$ cat config.mk
export PLATFORM = sky130hd
export DESIGN_NAME = servo_ascii_command_framer
export DESIGN_NICKNAME = d
export VERILOG_FILES = /design/src/rtl/scf_pkg.sv /design/src/rtl/scf_front.sv /design/src/rtl/scf_queue.sv /design/src/rtl/scf_back.sv /design/src/rtl/servo_ascii_command_framer.sv
export SDC_FILE = /design/constraint.sdc
export NUM_CORES = 1
export LEC_CHECK = 0
export BUFFER_PORTS_ARGS = -buffer_cell sky130_fd_sc_hd__buf_2
export CORE_MARGIN = 2
export CORE_UTILIZATION = 35
export DETAILED_ROUTE_END_ITERATION = 8
export PLACE_DENSITY = 0.59
export SYNTH_ARGS = -nofsm -noshare
export SYNTH_HDL_FRONTEND = slang
export SYNTH_SLANG_ARGS = --single-unit
$ cat constraint.sdc
create_clock -name clock -period 14.4 [get_ports clock]
set_input_delay 0 -clock clock [delete_from_list [all_inputs] [get_ports clock]]
set_output_delay 0 -clock clock [all_outputs]
set_load 0.02 [all_outputs]
$ cat src/rtl/scf_pkg.sv
`timescale 1ns / 1ps
package scf_pkg;

   localparam int QDEPTH = 4;
   localparam int QAW    = $clog2(QDEPTH);

   localparam logic [4:0] ACT_CONTROL   = 5'd0;
   localparam logic [4:0] ACT_SET_ANGLE = 5'd21;

   localparam logic [7:0]  MAX_ID_RESET = 8'd9;
   localparam logic [7:0]  ANGLE_MAX    = 8'd180;
   localparam logic [15:0] PULSE_BASE   = 16'd500;
   // 2000/180 scaled by 2^16, rounded up; exact floor for angles up to 180
   localparam logic [19:0] ANGLE_RECIP  = 20'd728178;

   localparam logic [2:0] ID_POW     = 3'd2;
   localparam logic [2:0] PARAM_MINW = 3'd4;

   localparam logic [7:0] CH_HASH = 8'h23;
   localparam logic [7:0] CH_BANG = 8'h21;
   localparam logic [7:0] CH_P    = 8'h50;
   localparam logic [7:0] CH_T    = 8'h54;
   localparam logic [7:0] CH_ZERO = 8'h30;

   typedef struct packed {
      logic [4:0]  action;
      logic [7:0]  id;
      logic [15:0] p1;
      logic [15:0] p2;
   } entry_type;

   typedef struct packed {
      logic [2:0][7:0] ch;
      logic [1:0]      len;
      logic [2:0]      width;
   } body_type;

   typedef enum logic [3:0] {
      S_IDLE,
      S_HASH,
      S_ID,
      S_P,
      S_TEXT,
      S_NUM1,
      S_T,
      S_NUM2,
      S_BANG
   } fsm_state_type;

   function automatic body_type mk_body(input logic [7:0] c0, input logic [7:0] c1,
                                        input logic [7:0] c2, input logic [1:0] len,
                                        input logic [2:0] width);
      body_type b;
      b.ch[0] = c0;
      b.ch[1] = c1;
      b.ch[2] = c2;
      b.len   = len;
      b.width = width;
      return b;
   endfunction

   function automatic body_type body_info(input logic [4:0] action);
      body_type b;
      unique case (action)
         5'd1:    b = mk_body("V", "E", "R", 2'd3, 3'd0);
         5'd2:    b = mk_body("I", "D", 8'h00, 2'd2, 3'd0);
         5'd3:    b = mk_body("I", "D", 8'h00, 2'd2, 3'd3);
         5'd4:    b = mk_body("U", "L", "K", 2'd3, 3'd0);
         5'd5:    b = mk_body("U", "L", "R", 2'd3, 3'd0);
         5'd6:    b = mk_body("M", "O", "D", 2'd3, 3'd0);
         5'd7:    b = mk_body("M", "O", "D", 2'd3, 3'd1);
         5'd8:    b = mk_body("R", "A", "D", 2'd3, 3'd0);
         5'd9:    b = mk_body("D", "P", "T", 2'd3, 3'd0);
         5'd10:   b = mk_body("D", "C", "T", 2'd3, 3'd0);
         5'd11:   b = mk_body("D", "S", "T", 2'd3, 3'd0);
         5'd12:   b = mk_body("B", "D", 8'h00, 2'd2, 3'd1);
         5'd13:   b = mk_body("S", "C", "K", 2'd3, 3'd0);
         5'd14:   b = mk_body("C", "S", "D", 2'd3, 3'd0);
         5'd15:   b = mk_body("C", "S", "M", 2'd3, 3'd0);
         5'd16:   b = mk_body("C", "S", "R", 2'd3, 3'd0);
         5'd17:   b = mk_body("S", "M", "I", 2'd3, 3'd0);
         5'd18:   b = mk_body("S", "M", "X", 2'd3, 3'd0);
         5'd19:   b = mk_body("C", "L", "E", 2'd3, 3'd0);
         5'd20:   b = mk_body("R", "T", "V", 2'd3, 3'd0);
         default: b = mk_body(8'h00, 8'h00, 8'h00, 2'd3, 3'd0);
      endcase
      return b;
   endfunction

   function automatic logic [16:0] pow10(input logic [2:0] p);
      logic [16:0] r;
      unique case (p)
         3'd0:    r = 17'd1;
         3'd1:    r = 17'd10;
         3'd2:    r = 17'd100;
         3'd3:    r = 17'd1000;
         3'd4:    r = 17'd10000;
         default: r = 17'd1;
      endcase
      return r;
   endfunction

   // decimal digit of rem at position p, rem below ten times that power
   function automatic logic [3:0] digit_at(input logic [15:0] rem, input logic [2:0] p);
      logic [3:0]  cnt;
      logic [16:0] step;
      cnt  = 4'd0;
      step = pow10(p);
      for (int j = 1; j < 10; j++) begin
         if ({1'b0, rem} >= 17'(j) * step) cnt = cnt + 4'd1;
      end
      return cnt;
   endfunction

   // position of the leading digit, at least minw digits
   function automatic logic [2:0] start_pow(input logic [15:0] v, input logic [2:0] minw);
      logic [2:0] nd;
      logic [2:0] mp;
      nd = 3'(v >= 16'd10) + 3'(v >= 16'd100) + 3'(v >= 16'd1000) + 3'(v >= 16'd10000);
      mp = (minw == 3'd0) ? 3'd0 : minw - 3'd1;
      return (nd > mp) ? nd : mp;
   endfunction

endpackage

$ cat src/rtl/scf_front.sv
`timescale 1ns / 1ps
module scf_front (
   input  logic                clock,
   input  logic                reset,
   input  logic                req_tvalid,
   output logic                req_tready,
   input  logic [39:0]         req_tdata,
   input  logic [4:0]          req_tuser,
   input  logic                csr_wen,
   input  logic [7:0]          csr_wdata,
   input  logic                q_full,
   output logic                q_push,
   output scf_pkg::entry_type  q_entry
);
   import scf_pkg::*;

   logic [7:0]  max_id_ff;
   logic [7:0]  max_id_in;
   logic [7:0]  id;
   logic [15:0] p1;
   logic [15:0] p2;
   logic [7:0]  angle;
   logic [27:0] prod;
   logic        keep;

   assign id = req_tdata[7:0];
   assign p1 = req_tdata[23:8];
   assign p2 = req_tdata[39:24];

   assign max_id_in = csr_wen ? csr_wdata : max_id_ff;

   always_ff @(posedge clock) begin
      if (reset) begin
         max_id_ff <= MAX_ID_RESET;
      end else begin
         max_id_ff <= max_id_in;
      end
   end

   // angle to pulse width: 500 + angle * 2000 / 180
   assign angle = (p1 > {8'd0, ANGLE_MAX}) ? ANGLE_MAX : p1[7:0];
   assign prod  = 28'(angle) * 28'(ANGLE_RECIP);

   assign keep       = (id <= max_id_ff) && (req_tuser <= ACT_SET_ANGLE);
   assign req_tready = !q_full;
   assign q_push     = req_tvalid && req_tready && keep;

   always_comb begin
      q_entry.id = id;
      q_entry.p2 = p2;
      if (req_tuser == ACT_SET_ANGLE) begin
         q_entry.action = ACT_CONTROL;
         q_entry.p1     = PULSE_BASE + {4'd0, prod[27:16]};
      end else begin
         q_entry.action = req_tuser;
         q_entry.p1     = p1;
      end
   end

endmodule

$ cat src/rtl/scf_queue.sv
`timescale 1ns / 1ps
module scf_queue (
   input  logic                clock,
   input  logic                reset,
   input  logic                push,
   input  scf_pkg::entry_type  push_entry,
   output logic                full,
   output logic                pop_valid,
   input  logic                pop,
   output scf_pkg::entry_type  pop_entry
);
   import scf_pkg::*;

   entry_type        mem_ff [QDEPTH];
   logic [QAW-1:0]   wr_ptr_ff;
   logic [QAW-1:0]   wr_ptr_in;
   logic [QAW-1:0]   rd_ptr_ff;
   logic [QAW-1:0]   rd_ptr_in;
   logic [QAW:0]     count_ff;
   logic [QAW:0]     count_in;
   logic             do_push;
   logic             do_pop;

   assign full      = (count_ff == (QAW+1)'(QDEPTH));
   assign pop_valid = (count_ff != '0);
   assign pop_entry = mem_ff[rd_ptr_ff];
   assign do_push   = push && !full;
   assign do_pop    = pop && pop_valid;

   assign wr_ptr_in = do_push ? wr_ptr_ff + 1'b1 : wr_ptr_ff;
   assign rd_ptr_in = do_pop ? rd_ptr_ff + 1'b1 : rd_ptr_ff;
   assign count_in  = count_ff + (QAW+1)'(do_push) - (QAW+1)'(do_pop);

   always_ff @(posedge clock) begin
      if (reset) begin
         wr_ptr_ff <= '0;
         rd_ptr_ff <= '0;
         count_ff  <= '0;
      end else begin
         wr_ptr_ff <= wr_ptr_in;
         rd_ptr_ff <= rd_ptr_in;
         count_ff  <= count_in;
      end
   end

   always_ff @(posedge clock) begin
      if (do_push) begin
         mem_ff[wr_ptr_ff] <= push_entry;
      end
   end

endmodule

$ cat src/rtl/scf_back.sv
`timescale 1ns / 1ps
module scf_back (
   input  logic                clock,
   input  logic                reset,
   input  logic                q_valid,
   input  scf_pkg::entry_type  q_entry,
   output logic                q_pop,
   output logic                rsp_tvalid,
   input  logic                rsp_tready,
   output logic [7:0]          rsp_tdata,
   output logic                rsp_tlast
);
   import scf_pkg::*;

   fsm_state_type state_ff;
   fsm_state_type state_in;
   entry_type     cur_ff;
   entry_type     cur_in;
   logic [15:0]   rem_ff;
   logic [15:0]   rem_in;
   logic [2:0]    pow_ff;
   logic [2:0]    pow_in;
   logic [1:0]    tix_ff;
   logic [1:0]    tix_in;
   logic          rsp_valid_ff;
   logic          rsp_valid_in;
   logic [7:0]    rsp_data_ff;
   logic [7:0]    rsp_data_in;
   logic          rsp_last_ff;
   logic          rsp_last_in;

   logic          adv;
   logic          emit;
   logic [7:0]    ch;
   logic          last;
   logic          is_ctrl;
   logic          text_end;
   body_type      body;
   logic [3:0]    digit;
   logic [16:0]   digit_sub;

   assign adv       = !rsp_valid_ff || rsp_tready;
   assign is_ctrl   = (cur_ff.action == ACT_CONTROL);
   assign body      = body_info(cur_ff.action);
   assign text_end  = (tix_ff == body.len - 2'd1);
   assign digit     = digit_at(rem_ff, pow_ff);
   assign digit_sub = 17'(digit) * pow10(pow_ff);

   always_comb begin
      state_in = state_ff;
      unique case (state_ff)
         S_IDLE: if (q_valid) state_in = S_HASH;
         S_HASH: if (adv) state_in = S_ID;
         S_ID:   if (adv && pow_ff == 3'd0) state_in = S_P;
         S_P:    if (adv) state_in = is_ctrl ? S_NUM1 : S_TEXT;
         S_TEXT: if (adv && text_end) state_in = (body.width != 3'd0) ? S_NUM1 : S_BANG;
         S_NUM1: if (adv && pow_ff == 3'd0) state_in = is_ctrl ? S_T : S_BANG;
         S_T:    if (adv) state_in = S_NUM2;
         S_NUM2: if (adv && pow_ff == 3'd0) state_in = S_BANG;
         S_BANG: if (adv) state_in = q_valid ? S_HASH : S_IDLE;
         default: state_in = S_IDLE;
      endcase
   end

   always_comb begin
      emit   = 1'b0;
      ch     = CH_ZERO;
      last   = 1'b0;
      q_pop  = 1'b0;
      cur_in = cur_ff;
      rem_in = rem_ff;
      pow_in = pow_ff;
      tix_in = tix_ff;
      unique case (state_ff)
         S_IDLE: begin
            q_pop = q_valid;
            if (q_valid) cur_in = q_entry;
         end
         S_HASH: begin
            if (adv) begin
               emit   = 1'b1;
               ch     = CH_HASH;
               rem_in = {8'd0, cur_ff.id};
               pow_in = ID_POW;
            end
         end
         S_P: begin
            if (adv) begin
               emit   = 1'b1;
               ch     = CH_P;
               tix_in = 2'd0;
               rem_in = cur_ff.p1;
               pow_in = start_pow(cur_ff.p1, PARAM_MINW);
            end
         end
         S_TEXT: begin
            if (adv) begin
               emit   = 1'b1;
               ch     = body.ch[tix_ff];
               tix_in = tix_ff + 2'd1;
               rem_in = cur_ff.p1;
               pow_in = start_pow(cur_ff.p1, body.width);
            end
         end
         S_T: begin
            if (adv) begin
               emit   = 1'b1;
               ch     = CH_T;
               rem_in = cur_ff.p2;
               pow_in = start_pow(cur_ff.p2, PARAM_MINW);
            end
         end
         S_ID, S_NUM1, S_NUM2: begin
            if (adv) begin
               emit   = 1'b1;
               ch     = CH_ZERO + {4'd0, digit};
               rem_in = 16'({1'b0, rem_ff} - digit_sub);
               pow_in = (pow_ff == 3'd0) ? pow_ff : pow_ff - 3'd1;
            end
         end
         S_BANG: begin
            if (adv) begin
               emit  = 1'b1;
               ch    = CH_BANG;
               last  = 1'b1;
               q_pop = q_valid;
               if (q_valid) cur_in = q_entry;
            end
         end
         default: begin
            emit = 1'b0;
         end
      endcase
   end

   assign rsp_valid_in = adv ? emit : rsp_valid_ff;
   assign rsp_data_in  = (adv && emit) ? ch : rsp_data_ff;
   assign rsp_last_in  = (adv && emit) ? last : rsp_last_ff;

   always_ff @(posedge clock) begin
      if (reset) begin
         state_ff     <= S_IDLE;
         rsp_valid_ff <= 1'b0;
      end else begin
         state_ff     <= state_in;
         rsp_valid_ff <= rsp_valid_in;
      end
   end

   always_ff @(posedge clock) begin
      cur_ff      <= cur_in;
      rem_ff      <= rem_in;
      pow_ff      <= pow_in;
      tix_ff      <= tix_in;
      rsp_data_ff <= rsp_data_in;
      rsp_last_ff <= rsp_last_in;
   end

   assign rsp_tvalid = rsp_valid_ff;
   assign rsp_tdata  = rsp_data_ff;
   assign rsp_tlast  = rsp_last_ff;

endmodule

$ cat src/rtl/servo_ascii_command_framer.sv
`timescale 1ns / 1ps
// Turns each servo command request into its ASCII frame, "#" + three-digit id + "P" + body
// + "!", and sends it one byte per transfer with tlast on the closing "!". Requests with an
// id above the csr register (reset 9) or an action above 21 are taken and give no bytes; set
// angle (21) is clamped to 180 degrees and sent as a control frame with pulse
// 500 + angle*2000/180. A frame is 8 to 17 bytes, sent by the byte serializer one byte
// per cycle while rsp_tready allows; an empty serializer first picks up a request in its
// idle state. Up to four classified requests wait in a queue, so req_tready stays high
// while it has room and a following frame starts right after the previous "!".
module servo_ascii_command_framer (
   input  logic        clock,
   input  logic        reset,
   input  logic        req_tvalid,
   output logic        req_tready,
   input  logic [39:0] req_tdata,   // servo_id[7:0], param_first[23:8], param_second[39:24]
   input  logic [4:0]  req_tuser,   // action[4:0]
   output logic        rsp_tvalid,
   input  logic        rsp_tready,
   output logic [7:0]  rsp_tdata,   // tx_byte[7:0]
   output logic        rsp_tlast,
   input  logic        csr_wen,
   input  logic [7:0]  csr_wdata
);
   import scf_pkg::*;

   logic      q_full;
   logic      q_push;
   entry_type q_push_entry;
   logic      q_valid;
   logic      q_pop;
   entry_type q_pop_entry;

   scf_front u_front (
      .clock      (clock),
      .reset      (reset),
      .req_tvalid (req_tvalid),
      .req_tready (req_tready),
      .req_tdata  (req_tdata),
      .req_tuser  (req_tuser),
      .csr_wen    (csr_wen),
      .csr_wdata  (csr_wdata),
      .q_full     (q_full),
      .q_push     (q_push),
      .q_entry    (q_push_entry)
   );

   scf_queue u_queue (
      .clock      (clock),
      .reset      (reset),
      .push       (q_push),
      .push_entry (q_push_entry),
      .full       (q_full),
      .pop_valid  (q_valid),
      .pop        (q_pop),
      .pop_entry  (q_pop_entry)
   );

   scf_back u_back (
      .clock      (clock),
      .reset      (reset),
      .q_valid    (q_valid),
      .q_entry    (q_pop_entry),
      .q_pop      (q_pop),
      .rsp_tvalid (rsp_tvalid),
      .rsp_tready (rsp_tready),
      .rsp_tdata  (rsp_tdata),
      .rsp_tlast  (rsp_tlast)
   );

endmodule

==> impl_metrics.env, run 1 <==
export IMPL_finalSetupViolations=0
export IMPL_startpoint="u_back.pow_ff[0]"
export IMPL_cp_max_fo=15
export IMPL_worst_slew_pin_slew_ns=1.29
export IMPL_rsz0062_at_grt="no"
export IMPL_grtUsageTotal_pct=16.3
export IMPL_reg2reg_from="u_back.pow_ff[0]"
export IMPL_wl_per_cell_um=18.0
export IMPL_std_cell_rows=90
export IMPL_hp_class="input pin to flop"
export IMPL_synth_distinct_cells=92
export IMPL_synth_edf_count=254
export IMPL_detail_route_first_pass_iterations=8
export IMPL_critPathCaptureType="flop"
export IMPL_finalCriticalPeriod_ns=13.25
export IMPL_cts_setup_buffers=0
export IMPL_netlist_instances=1914
export IMPL_hold_slack_ns=0.0177
export IMPL_slowest_stage="fa_1"
export IMPL_ys_warn_count=0
export IMPL_start_util_pct=35.3
export IMPL_status="finished clean"
export IMPL_htree_levels=1
export IMPL_met3_length_um=1790
export IMPL_arrival_ns=13.64
export IMPL_syn_avg_cell_area_um2=11.1
export IMPL_postRouteAntennaNets=0
export IMPL_cts_inserted_buffers=27
export IMPL_clk_pin_slew_ns=0.07
export IMPL_drv_slew=0
export IMPL_period_share_pct=92.0
export IMPL_via_per_inst=5.32
export IMPL_cp_required_ns=14.79
export IMPL_clk_latency_ns=0.55
export IMPL_wirelength_um=51300
export IMPL_die_w_um=251
export IMPL_grt_pass1_vias=15400
export IMPL_gp_congestion=0.891
export IMPL_critPathLaunchType="flop"
export IMPL_coreArea_um2=60200
export IMPL_routed_via_count=15200
export IMPL_clock_fmax_mhz=75.5
export IMPL_dp_hpwl_um=38800
export IMPL_timing_critical_path_buf_inv=9
export IMPL_pin_count=69
export IMPL_synthToLayoutAreaGrowth_pct=13.3
export IMPL_grt_overflow_total=0
export IMPL_antenna_cells=0
export IMPL_clock_skew_ns=0.0136
export IMPL_ff_latch_area_um2=8470
export IMPL_rr_endpoint="u_back.rem_ff[15]"
export IMPL_multi_input_comb_area_um2=11800
export IMPL_antenna_found_initial=0
export IMPL_fin_nets=2434
export IMPL_yosysSeqAreaShare_pct=39.8
export IMPL_cp_top_family="adder cells"
export IMPL_cp_depth=60
export IMPL_fillCellCount=5729
export IMPL_synth_seq_cells=296
export IMPL_reg2reg_slack_ns=1.15
export IMPL_fp_dieH_um=251
export IMPL_ys_flop_type="edfxtp_1"
export IMPL_cts_repair_resized=0
export IMPL_rr_worst_depth=60
export IMPL_hold_path_depth=5
export IMPL_grt_max_degree=46
export IMPL_cts_root_buf="clkbuf_16"
export IMPL_route_detailed_drc=0
export IMPL_wl_met1_um=22300
export IMPL_grt_pass1_wl_um=82600
export IMPL_clockBufferDepth=3
export IMPL_hold_violations=0
export IMPL_max_cap_violations=0
export IMPL_drt_iter0_drc=1086
export IMPL_synth_area_um2=21300
export IMPL_ys_async_sr_fraction_pct=0
export IMPL_clock_sinks=296
export IMPL_cts_tree="built"
export IMPL_drive_gt1_share_pct=11.1
export IMPL_max_stage_delay_ns=0.53
export IMPL_die_area_um2=62800
export IMPL_worstSetupPathType="flop to flop"
export IMPL_max_slew_margin_rel_pct=13.4
export IMPL_portBuffers=67
export IMPL_setup_tns_ns=0
export IMPL_crit_end="u_back.rem_ff[15]"
export IMPL_wl_met2_um=25700
export IMPL_routed_top_layer="met4"
==> placed cells by master (no fill, tap or decap), drive strengths merged, types with 36 or more instances in the layout <==
cell / n
nand2: 120
dfxtp: 42
ha: 260
a21oi: 103
inv: 212
nor2: 94
fa: 67
mux4: 45
xnor2: 59
nand3: 43
buf: 90
o21ai: 87
edfxtp: 254
dlygate4sd3: 71
a21o: 36
==> synth_stat cells (11+ instances only) <==
cell type / number / share of area (%)
dfxtp_1: 42 / 3.9
a31oi_1: 16 / 0.47
nor2b_1: 21 / 0.62
nand2b_1: 30 / 0.88
inv_1: 208 / 3.7
nor4_1: 11 / 0.32
nor3_1: 26 / 0.61
a21oi_1: 100 / 2.4
ha_1: 260 / 15
o211ai_1: 11 / 0.39
nand2_1: 118 / 2.1
a21o_1: 36 / 1.3
mux2i_1: 23 / 1.1
mux4_2: 45 / 4.8
or3_1: 11 / 0.32
nor2_1: 94 / 1.7
fa_1: 67 / 6.3
nand3_1: 41 / 0.96
and2_1: 31 / 0.91
edfxtp_1: 254 / 36
o21a_1: 22 / 0.78
and3_1: 17 / 0.50
o21ai_0: 81 / 1.9
o21bai_1: 11 / 0.39
a211oi_1: 16 / 0.56
xor2_1: 24 / 0.99
clkbuf_1: 48 / 0.85
xnor2_1: 55 / 2.3
==> flip-flops by register name, summed over array words and instances (netlist names), named ones only <==
signal and cells:
u_queue.rd_ptr_ff 2, u_back.state_ff 4, u_back.rsp_tvalid 1, u_back.pow_ff 3, u_front.max_id_ff 8, u_back.cur_ff 45, u_back.rsp_tdata 7, u_back.tix_ff 2
u_queue.wr_ptr_ff 2, u_queue.mem_ff 180, u_queue.count_ff 3, u_back.rsp_tlast 1, u_back.body 20, u_back.rem_ff 16
==> how the worst min path moves through the flow <==
stage                     slack (ns)                    to          start
after CTS                      0.008  u_queue.wr_ptr_ff[0]     req_tvalid
after detailed placement        0.22  u_queue.mem_ff[1][3]  req_tdata[27]
final                           0.02  u_queue.wr_ptr_ff[0]     req_tvalid
after global placement          0.21  u_queue.mem_ff[1][7]  req_tdata[31]
after floorplan                  0.1  u_queue.mem_ff[0][0]  req_tdata[24]
after global routing            0.04  u_queue.wr_ptr_ff[1]     req_tvalid
==> worst register-to-register path: cells and delay by family, from the launching register on <==
family,cells,cell delay [ns]
AOI/OAI and AO/OA,22,3.82
xor gates and xnor gates,3,0.57
adders and majority gates,11,4.01
buffers and inverters,9,1.17
DFF,1,0.44
and+or+nand+nor,15,3.11
==> area by class of cell <==
class	count	area share [%]
clock buffers	28	2.82
repair buffers	161	5.05
flip-flops and latches	296	35.1
inverters	211	3.28
multi-input cells	1352	49.0
well taps	782	4.06
clock inverters	21	0.664
==> stage by stage <==
| step | setup WS [ns] | cells | area, um^2 | utilization, % |
|---|---|---|---|---|
| finish | 1.15 | 2851 | 24100 | 40.0 |
| global route | 0.0834 | 2851 | 24100 | 40.0 |
| CTS | 1.17 | 2851 | 24100 | 40.0 |
| detailed placement | 1.25 | 2731 | 22600 | 37.5 |
| global placement | 1.62 | 2731 | 22600 | 37.5 |
| floorplan | 1.86 | 1919 | 21300 | - |
==> cell families after synthesis <==
family | share of synthesized area [%]
simple gates | 10.8
fa+ha+maj | 21.7
compound gates | 12.6
xor+xnor | 3.73
buf+inv | 4.89
mux | 6.44
other cells | 0.0353
flops | 39.8
==> timing repair <==
| action | 4_1_cts | 5_1_grt |
|---|---|---|
| endpoints found under the setup margin | 0 | 0 |
| endpoints found under the hold margin | 202 | 0 |
| hold buffers | 71 | 0 |
==> routing by layer <==
layer / vias to the layer above / GRT usage (%)
met5: - / 0
met1: 7492 / 20.7
li1: 7255 / -
met4: 0 / 5.05
met2: 342 / 29.5
met3: 81 / 1.11
Power of run 1 is not shown: default switching activity piles up to over one toggle a cycle in this logic, so the estimate is an artifact.
==> inputs of run 2 (changes only) <==
HOLD_SLACK_MARGIN = 0.15   (was unset)
PLACE_DENSITY = 0.61   (was 0.59)
clock period = 10.8 ns   (was 14.4 ns; I/O delays follow)
==> run 2 against run 1 <==
Worst hold slack improved by 0.18 ns. Flip-flop and latch count unchanged. Routed wire length increased by 3.9%. Die area unchanged. Non-clock buffer count increased by 146. Global-route usage increased by 0.60 points. Sequential share of layout area decreased by 2.6 points. First-iteration DRC count decreased by 9.7%. Critical path depth unchanged. Cell count increased by 5.3%. Core utilization increased by 3.2 points. Clock skew increased by 0.0079 ns. Critical endpoint unchanged.
==> impl_metrics.env, run 2 (synthesized netlist as in run 1, its figures left out) <==
export IMPL_status="finished clean"
export IMPL_clk_pin_slew_ns=0.06
export IMPL_grtUsageTotal_pct=16.9
export IMPL_grt_pass1_wl_um=85700
export IMPL_hold_violations=0
export IMPL_wl_met2_um=27500
export IMPL_hp_class="input pin to flop"
export IMPL_cts_root_buf="clkbuf_16"
export IMPL_regMostFlops="u_queue.mem_ff"
export IMPL_clockBufferDepth=3
export IMPL_die_w_um=251
export IMPL_pin_count=69
export IMPL_postRouteAntennaNets=0
export IMPL_period_share_pct=99.9
export IMPL_critPathLaunchType="flop"
export IMPL_cp_depth=60
export IMPL_critPathCaptureType="flop"
export IMPL_rsz0062_at_grt="yes"
export IMPL_portBuffers=67
export IMPL_start_util_pct=35.3
export IMPL_wirelength_um=53300
export IMPL_grt_overflow_total=0
export IMPL_cp_max_fo=5
export IMPL_arrival_ns=11.20
export IMPL_cp_top_family="adder cells"
export IMPL_startpoint="u_back.pow_ff[0]"
export IMPL_max_slew_margin_rel_pct=18.4
export IMPL_hold_path_depth=2
export IMPL_routed_top_layer="met4"
export IMPL_cp_common_cell="a21o_1"
export IMPL_largest_reg_flops=180
export IMPL_clock_sinks=296
export IMPL_cts_inserted_buffers=29
export IMPL_hold_slack_ns=0.196
export IMPL_cp_required_ns=11.21
export IMPL_worst_slew_pin_slew_ns=1.19
export IMPL_finalSetupViolations=0
export IMPL_synthToLayoutAreaGrowth_pct=22.2
export IMPL_clk_latency_ns=0.56
export IMPL_dp_hpwl_um=40200
export IMPL_max_cap_violations=0
export IMPL_fp_dieH_um=251
export IMPL_die_area_um2=62800
export IMPL_antenna_cells=0
export IMPL_htree_levels=1
export IMPL_met3_length_um=1730
export IMPL_rr_worst_depth=60
export IMPL_reg2reg_slack_ns=0.007
export IMPL_rr_endpoint="u_back.rem_ff[15]"
export IMPL_detail_route_first_pass_iterations=5
export IMPL_antenna_found_initial=0
export IMPL_wl_per_cell_um=17.7
export IMPL_wl_met1_um=22700
export IMPL_cts_tree="built"
export IMPL_mostFrequentLayoutCell="edfxtp_1"
export IMPL_drt_iter0_drc=981
export IMPL_finalCriticalPeriod_ns=10.79
export IMPL_fillCellCount=5575
export IMPL_clock_skew_ns=0.0214
export IMPL_reg2reg_from="u_back.pow_ff[0]"
export IMPL_grt_pass1_vias=16400
export IMPL_routed_via_count=15600
export IMPL_coreArea_um2=60200
export IMPL_max_stage_delay_ns=0.50
export IMPL_worstSetupPathType="flop to flop"
export IMPL_route_detailed_drc=0
export IMPL_gp_congestion=0.961
export IMPL_drv_slew=0
export IMPL_via_per_inst=5.21
export IMPL_crit_end="u_back.rem_ff[15]"
export IMPL_slowest_stage="fa_1"
export IMPL_clock_fmax_mhz=92.7
export IMPL_layout_common_cells="edfxtp_1 (254), ha_1 (245), inv_1 (197), buf_4 (161), nand2_1 (109)"
export IMPL_fin_nets=2582
export IMPL_timing_critical_path_buf_inv=9
export IMPL_grt_max_degree=46
export IMPL_std_cell_rows=90
export IMPL_drive_gt1_share_pct=21.2
## run 2: how the worst min path moves through the flow
stage                        startpoint                    end
after floorplan           req_tdata[24]   u_queue.mem_ff[0][0]
after global placement    req_tdata[25]   u_queue.mem_ff[0][1]
after detailed placement  req_tdata[34]  u_queue.mem_ff[3][10]
after CTS                 req_tdata[35]  u_queue.mem_ff[2][11]
after global routing      req_tdata[36]  u_queue.mem_ff[2][12]
final                     req_tdata[36]  u_queue.mem_ff[2][12]
## run 2: repair_timing
action,in CTS,in global routing
buffers inserted,13,16
setup endpoints to repair,8,10
hold buffers,72,0
cloned,1,0
hold endpoints to repair,210,0
resized for setup,31,46
pin swaps,33,36
## run 2: worst register-to-register path, delay by kind of cell, from the launching register on
family          cells  cell delay, ns
simple gates       15            2.57
compound gates     21            2.96
mux                 1            0.09
flops               1            0.43
buf+inv             9            0.66
fa+ha+maj          11            3.36
xor+xnor            3            0.56
## run 2: through the flow
step	worst slack (ns)	setup TNS [ns]	cells	area, um^2	util (%)
floorplan	-0.0336	-0.0336	1919	21600	-
global placement	-0.197	-0.531	2846	23700	39.4
detailed placement	-0.448	-1.82	2846	23700	39.4
CTS	-0.117	-0.117	2986	25700	42.7
global route	-0.601	-3.39	3002	26000	43.2
finish	0.00679	0	3002	26000	43.2
## run 2: cell type report
class                           instances  area (um^2)  area share [%]
Clock inverter                         13          160           0.615
Timing Repair Buffer                  307         2350            9.04
Inverter                              211          820            3.15
Sequential cell                       296         8470            32.5
Tap cell                              782          978            3.76
Multi-Input combinational cell       1352        12400            47.5
Clock buffer                           41          887            3.41
## run 2: layer usage
metal,up-vias,GRT usage [%]
met3,77,1.07
met1,7676,20.9
met2,326,31.3
met4,0,5.24
li1,7559,-
met5,-,0
Power of run 2 is left out for the same reason.
